[src/design/tcw_pkg.sv]
// ----------------------------------------------------------------------------
// tcw_pkg: shared types and constants of the text console writer
// Request and response payloads, control codes of the microcode sequencer
// and the microcode program itself.
// ----------------------------------------------------------------------------
package tcw_pkg;

  // Request codes
  localparam logic [1:0] REQ_PUT   = 2'd0;
  localparam logic [1:0] REQ_CLEAR = 2'd1;
  localparam logic [1:0] REQ_READ  = 2'd2;

  // Character constants
  localparam logic [7:0] ATTR_BYTE  = 8'h0F;
  localparam logic [7:0] BLANK_CHAR = 8'h20;
  localparam logic [7:0] LINE_FEED  = 8'h0A;

  localparam int STEP_W = 4;
  typedef logic [STEP_W-1:0] step_t;

  // Program step addresses
  localparam step_t ST_FETCH    = 4'd0;
  localparam step_t ST_DEC_CLR  = 4'd1;
  localparam step_t ST_DEC_RD   = 4'd2;
  localparam step_t ST_DEC_PUT  = 4'd3;
  localparam step_t ST_CHK_LF   = 4'd4;
  localparam step_t ST_WRITE    = 4'd5;
  localparam step_t ST_NEWLINE  = 4'd6;
  localparam step_t ST_COPY     = 4'd7;
  localparam step_t ST_DRAIN    = 4'd8;
  localparam step_t ST_BLANK    = 4'd9;
  localparam step_t ST_TO_DONE  = 4'd10;
  localparam step_t ST_CLEAR    = 4'd11;
  localparam step_t ST_HOME     = 4'd12;
  localparam step_t ST_RD_ISSUE = 4'd13;
  localparam step_t ST_RD_CAP   = 4'd14;
  localparam step_t ST_DONE     = 4'd15;

  typedef struct packed {
    logic [1:0] req_type;
    logic [7:0] char_code;
    logic [4:0] read_row;
    logic [6:0] read_col;
  } req_t;

  typedef struct packed {
    logic [10:0] cursor_pos;
    logic [15:0] cell_data;
  } rsp_t;

  // Datapath actions
  typedef enum logic [3:0] {
    A_NONE,
    A_LOAD,
    A_INIT,
    A_WR_CHAR,
    A_NEWLINE,
    A_COPY,
    A_FILL,
    A_HOME,
    A_RD_ISSUE,
    A_RD_CAP,
    A_RESULT
  } act_t;

  // Jump conditions
  typedef enum logic [3:0] {
    C_NEVER,
    C_ALWAYS,
    C_NO_ACCEPT,
    C_IS_CLEAR,
    C_IS_READ,
    C_NOT_PUT,
    C_IS_LF,
    C_COL_NOT_LAST,
    C_ROW_NOT_LAST,
    C_COPY_MORE,
    C_FILL_MORE,
    C_OUT_BUSY
  } cond_t;

  typedef struct packed {
    act_t  act;
    cond_t cond;
    step_t target;
  } uword_t;

  // Datapath flags seen by the sequencer
  typedef struct packed {
    logic accept;
    logic is_clear;
    logic is_read;
    logic not_put;
    logic is_lf;
    logic col_last;
    logic row_last;
    logic copy_more;
    logic fill_more;
    logic out_busy;
  } status_t;

  // Microcode program
  function automatic uword_t tcw_ucode(input step_t step);
    uword_t w;
    case (step)
      ST_FETCH:    w = '{A_LOAD,     C_NO_ACCEPT,    ST_FETCH};
      ST_DEC_CLR:  w = '{A_INIT,     C_IS_CLEAR,     ST_CLEAR};
      ST_DEC_RD:   w = '{A_NONE,     C_IS_READ,      ST_RD_ISSUE};
      ST_DEC_PUT:  w = '{A_NONE,     C_NOT_PUT,      ST_DONE};
      ST_CHK_LF:   w = '{A_NONE,     C_IS_LF,        ST_NEWLINE};
      ST_WRITE:    w = '{A_WR_CHAR,  C_COL_NOT_LAST, ST_DONE};
      ST_NEWLINE:  w = '{A_NEWLINE,  C_ROW_NOT_LAST, ST_DONE};
      ST_COPY:     w = '{A_COPY,     C_COPY_MORE,    ST_COPY};
      ST_DRAIN:    w = '{A_NONE,     C_NEVER,        ST_FETCH};
      ST_BLANK:    w = '{A_FILL,     C_FILL_MORE,    ST_BLANK};
      ST_TO_DONE:  w = '{A_NONE,     C_ALWAYS,       ST_DONE};
      ST_CLEAR:    w = '{A_FILL,     C_FILL_MORE,    ST_CLEAR};
      ST_HOME:     w = '{A_HOME,     C_ALWAYS,       ST_DONE};
      ST_RD_ISSUE: w = '{A_RD_ISSUE, C_NEVER,        ST_FETCH};
      ST_RD_CAP:   w = '{A_RD_CAP,   C_ALWAYS,       ST_DONE};
      ST_DONE:     w = '{A_RESULT,   C_OUT_BUSY,     ST_DONE};
      default:     w = '{A_NONE,     C_ALWAYS,       ST_FETCH};
    endcase
    return w;
  endfunction

endpackage

[src/design/tcw_seq.sv]
// ----------------------------------------------------------------------------
// tcw_seq: microcode sequencer
// Step counter over the program table; each step either jumps on its
// condition or falls through to the next step.
// ----------------------------------------------------------------------------
module tcw_seq (
  input  logic             clk,
  input  logic             rst,
  input  tcw_pkg::status_t status,
  output tcw_pkg::act_t    act
);
  import tcw_pkg::*;

  step_t  pc;
  step_t  pc_next;
  uword_t uw;
  logic   taken;

  assign uw  = tcw_ucode(pc);
  assign act = uw.act;

  // Evaluate the jump condition of the current step
  always_comb begin
    case (uw.cond)
      C_NEVER:        taken = 1'b0;
      C_ALWAYS:       taken = 1'b1;
      C_NO_ACCEPT:    taken = !status.accept;
      C_IS_CLEAR:     taken = status.is_clear;
      C_IS_READ:      taken = status.is_read;
      C_NOT_PUT:      taken = status.not_put;
      C_IS_LF:        taken = status.is_lf;
      C_COL_NOT_LAST: taken = !status.col_last;
      C_ROW_NOT_LAST: taken = !status.row_last;
      C_COPY_MORE:    taken = status.copy_more;
      C_FILL_MORE:    taken = status.fill_more;
      C_OUT_BUSY:     taken = status.out_busy;
      default:        taken = 1'b0;
    endcase
    pc_next = taken ? uw.target : pc + step_t'(1);
  end

  // Advance the step counter
  always_ff @(posedge clk) begin
    if (rst) begin
      pc <= ST_FETCH;
    end else begin
      pc <= pc_next;
    end
  end

endmodule

[config.mk]
export PLATFORM = sky130hd
export DESIGN_NAME = tcw_seq
export DESIGN_NICKNAME = d
export VERILOG_FILES = /design/src/design/tcw_pkg.sv /design/src/design/tcw_seq.sv
export SDC_FILE = /design/constraint.sdc
export NUM_CORES = 1
export LEC_CHECK = 0
export BUFFER_PORTS_ARGS = -buffer_cell sky130_fd_sc_hd__buf_2
export CORE_ASPECT_RATIO = 0.9
export CORE_MARGIN = 10
export CORE_UTILIZATION = 28
export CTS_CLUSTER_SIZE = 14
export DETAILED_ROUTE_END_ITERATION = 10
export HOLD_SLACK_MARGIN = 0.08
export SYNTH_ARGS = -nofsm -noshare
export SYNTH_HDL_FRONTEND = slang
export SYNTH_SLANG_ARGS = --single-unit
[constraint.sdc]
create_clock -name clk -period 5.96 [get_ports clk]
set_input_delay 0.298 -clock clk [delete_from_list [all_inputs] [get_ports clk]]
set_output_delay 0.298 -clock clk [all_outputs]
set_load 0.05 [all_outputs]
## Word level (Yosys, flattened, before mapping)

Memory sizes are Yosys's and may differ from the RTL's. A register that Yosys moved wholly into a read port is not among the register bits.
Cells that the tools add are included.

- Register bits: 4
- ROM bits: 192
- Input port bits: 12
- Output and inout bits: 4
- Word-level logic and storage cells: 20
- Memories: 1

Memories:

| name | depth | width | read ports | clocked after Yosys merged registers in | write ports | line | RTL |
|---|---|---|---|---|---|---|---|
| (name not given) | 16 | 12 | 1 | 1 | 0 | tcw_pkg.sv:105 | `case (step)` |

- Add/subtract/negate cells: 1
- Equal/unequal tests: 11
- Muxes and demuxes: 3
- Reductions and logical operators: 3

Operators with widths:

| operator | number |
|---|---|
| $eq A4 B3 Y1 const B | 4 |
| $eq A4 B4 Y1 const B | 4 |
| $pmux W1 S11 | 1 |
| $eq A4 B2 Y1 const B | 2 |
| $mux W4 | 2 |
| $add A4 B1 Y4 const B | 1 |
| $eq A4 B1 Y1 const B | 1 |
| $logic_not A1 Y1 | 3 |

## Depth between registers and ports, before layout

- Depth in word-level cells: 4
- Gate-level depth with buffers: 13
- Mapped depth without buffers: 11

## Worst setup path after synthesis

Ideal clock, no wire load.

- Path kind: register -> register
- From: reg uw[4] (netlist name)
- To: reg uw[9] (netlist name)
- Library setup time: 0.070 ns
- Data arrival time: 2.637 ns
- Data required time: 5.890 ns
- Slack: 3.253 ns
- Cell stages (with the launch flop): 13
- Path buffers: 2
- Period minus slack after synthesis: 2.707 ns
- Cells stage by stage: dfxtp_1 -> buf_6 -> mux2i_1 -> o22ai_1 -> a211oi_4 -> and2_1 -> buf_2 -> nor2_1 -> a211oi_1 -> inv_1 -> ha_1 -> or2_2 -> a21oi_1

- Cells in the longest elaborated chain, start to end: 4
- Elaborated cells between the ends (all ways): 14
- Classes of those cells: 11 x eq/ne; 3 x mux

Ends and longest elaborated chain:

| what | line | RTL |
|---|---|---|
| $eq A4 B4 Y1 (tied with other cells) | tcw_seq.sv:24 | `case (uw.cond)` |
| $pmux W1 S11 (*) | tcw_seq.sv:24 |  |
| $mux W4 (*) | tcw_seq.sv:39 | `pc_next = taken ? uw.target : pc + step_t'(1);` |
| $mux W4 (no source line) (*) | n/a |  |

Mark *: on every way between the ends. The rest lies on a longest branch, timed or not.
A chain may end at the register's enable or synchronous reset.

## Worst setup path in the final report

- From: reg uw[4] (netlist name)
- To: reg uw[9] (netlist name)

- Cells in the longest elaborated chain, start to end: 4
- Elaborated cells between the ends (all ways): 14
- Classes of those cells: 11 x eq/ne; 3 x mux

Ends and longest elaborated chain:

| what | line |
|---|---|
| $eq A4 B4 Y1 (tied with other cells) | tcw_seq.sv:24 |
| $pmux W1 S11 (*) | tcw_seq.sv:24 |
| $mux W4 (*) | tcw_seq.sv:39 |
| $mux W4 (no source line) (*) | n/a |

Marked as above.

==> results_dict.tcl <==
set metrics [dict create \
    outcome "finished, final reports clean" \
    p_leak_nw 0.4811 \
    ys.flop_type "dfxtp_1" \
    crit_slowest_cell "a211oi_1" \
    cp-startpoint "uw[4]$_DFF_P_" \
    synth_top_cell_area_share 0.3188 \
    die_w_um 83.14 \
    max_clock_freq_mhz 314.2 \
    min_delay_path_depth 2 \
    setup_slack_ns 2.778 \
    setup_viol 0 \
    cpPeakStageDelay_ns 0.52 \
    root_buffer "clkbuf_8" \
    ys_top_cells_by_area "dfxtp_1 (32%), ha_1 (11%), a21oi_1 (4.0%), nand2_1 (3.7%), mux2i_1 (3.0%)" \
    grt_max_degree 12 \
    die_h_um 76.83 \
    ys_types 40 \
    hp-class "in -> reg" \
    maxSlewHeadroom 0.6178 \
    placed_cells 167 \
    drc 0 \
    synth_common_cells "dfxtp_1 (16), nand2_1 (10), ha_1 (9), a21oi_1 (8), nor2_1 (7)" \
    skew_ns 0.005346 \
    rrSetupSlack_ns 2.78 \
    htree_num_levels 1 \
    track_usage 0.06945 \
    seq_area_frac_synth 0.3188 \
    post-route-min-period_ns 3.182 \
    finalNonFillerCells 170 \
    viasPerCell 5.082 \
    hold_violations 0 \
    yosysTopAreaCell "dfxtp_1" \
    ant_nets 0 \
    r2r_cells 10 \
    async_flop_share 0 \
    cts_sinks 16 \
    r2r-start "uw[4]$_DFF_P_" \
    required_ns 6.15 \
    gp_congestion 0.9086 \
    area_delta_synth_final_pct 11.58 \
    dpl.hpwl_um 1740 \
    max-clock-path-buffers 2 \
    crit_chain "mux2i_1 > o22ai_1 > a211oi_4 > and2_1 > nor2_1 > a211oi_1 > inv_1 > ha_1 > or2_2 > a21oi_1" \
    grt_pass1_vias 813 \
    yosysWarnings 0 \
    rows 20 \
    r2r-end "uw[9]$_DFF_P_" \
    crit_arrival_ns 3.37 \
    drive_gt1_frac 0.1825 \
    crit_path_end_kind "register" \
    cts_buffers 3 \
    synth-seq-cells 16 \
    syn-num-nets 137 \
    tns_ns 0 \
    wl_um 2271 \
    clk_pin_slew_ns 0.06 \
    crit_family "compound AO/OA/AOI/OAI gates" \
    wl_per_cell_um 13.36 \
    n_antenna_cell 0 \
    die-area_um2 6388 \
    clock_latency_ns 0.25 \
    post_cts_resized 0 \
    path_buf_inv 1 \
    synth-edff-count 0 \
    pre_cts_ws_ns 2.772 \
    netlist_area_um2 1005 \
    synth.most_common_cell "dfxtp_1" \
    drt_pre_antenna_iters 4 \
    hold_buffers 0 \
    dr.first_iter.drc_count 42 \
    final_nets 149 \
    hold_path_startpoint "rst" \
    initial_core_util 0.2931 \
    tritoncts "done" \
    rsz0062_at_grt "false" \
    irDropWorstVdd_v 0.0002594 \
    antenna_found_initial 0 \
    port_buffers 15 \
    cp_max_fo 11 \
    start_kind "register" \
    finalCritPeriodShare 0.5340 \
    cap_violations 0 \
    drv_slew 0 \
    critPathKind "reg -> reg" \
    power.density_nw_per_um2 643.4 \
    io_pins 16 \
    worstMarginPinSlew_ns 0.5699 \
    grt_pass1_wl_um 3939 \
    cts_setup_buffers 0 \
    grt-ovfl-total 0 \
    syn_inst 116 \
    hold_end "pc[0]$_SDFF_PP0_" \
    vias 864 \
    core_um2 3428 \
    syn_avg_cell_area_um2 8.661 \
]
## logic make-up (layout without fill, tap and decap cells)
logic type      Yosys count  in the layout  synth area share
fa+ha+maj                 9              9            0.1121
mux                       4              4           0.05230
flops                    16             16            0.3188
buf+inv                  14             24           0.07721
xor+xnor                  3              3           0.02616
simple gates             44             44            0.2291
compound gates           26             26            0.1843
## how the worst max path moves through the flow
stage,slack (ns),end,depth (start not counted)
3_5_place_dp,2.77,uw[9]$_DFF_P_,10
6_report,2.78,uw[9]$_DFF_P_,10
2_1_floorplan,3.25,uw[9]$_DFF_P_,12
4_1_cts,2.75,uw[9]$_DFF_P_,10
3_3_place_gp,2.94,uw[9]$_DFF_P_,10
5_1_grt,2.52,uw[9]$_DFF_P_,10
## flip-flops by register name, indices dropped and copies added, names as in the netlist
| signal | flops |
|---|---|
| pc | 4 |
| uw | 12 |
## final cells by class
class | count | area [µm²]
Timing Repair Buffer | 15 | 75.07
Inverter | 6 | 22.52
Tap cell | 44 | 55.05
Clock buffer | 3 | 41.29
Sequential cell | 16 | 320.3
Fill cell | 353 | 2307
Multi-Input combinational cell | 86 | 606.8
## layer usage
| metal | global-route usage | wire length [µm] | up-vias |
|---|---|---|---|
| li1 | - | - | 426 |
| met5 | 0 | 0 | - |
| met3 | 0.02429 | 237 | 2 |
| met2 | 0.1088 | 966 | 40 |
| met1 | 0.08862 | 1049 | 396 |
| met4 | 0.01531 | 18 | 0 |
## stage by stage
stage / util / area (µm²) / total power, W / hold slack, ns
2_1_floorplan: - / 1005 / 0.0005647 / 0.4586
3_3_place_gp: 0.3150 / 1080 / 0.0006243 / 0.5206
3_5_place_dp: 0.3150 / 1080 / 0.0006336 / 0.5000
4_1_cts: 0.3270 / 1121 / 0.0007190 / 0.3450
5_1_grt: 0.3270 / 1121 / 0.0007856 / 0.3638
6_report: 0.3270 / 1121 / 0.0007213 / 0.3499
## layout by cell type (no fill, tap or decap), types with 2 or more instances in the layout
cell type,count
a211oi_1,3
a21oi_1,8
a22oi_1,2
and2_1,2
buf_2,15
clkbuf_8,3
dfxtp_1,16
ha_1,9
inv_1,5
mux2i_1,3
nand2_1,10
nand2b_1,4
nand3_1,6
nand3b_1,2
nor2_1,7
nor3_1,5
o21ai_0,2
o22ai_1,2
or3_1,2
xor2_1,2
## where the power goes
part	internal [W]	switching (W)
clock network	0.0000449	0.0000372
logic	0.000167	0.000269
registers	0.000159	0.0000440
total	0.000371	0.000350
(Power assumes the default switching activity.)
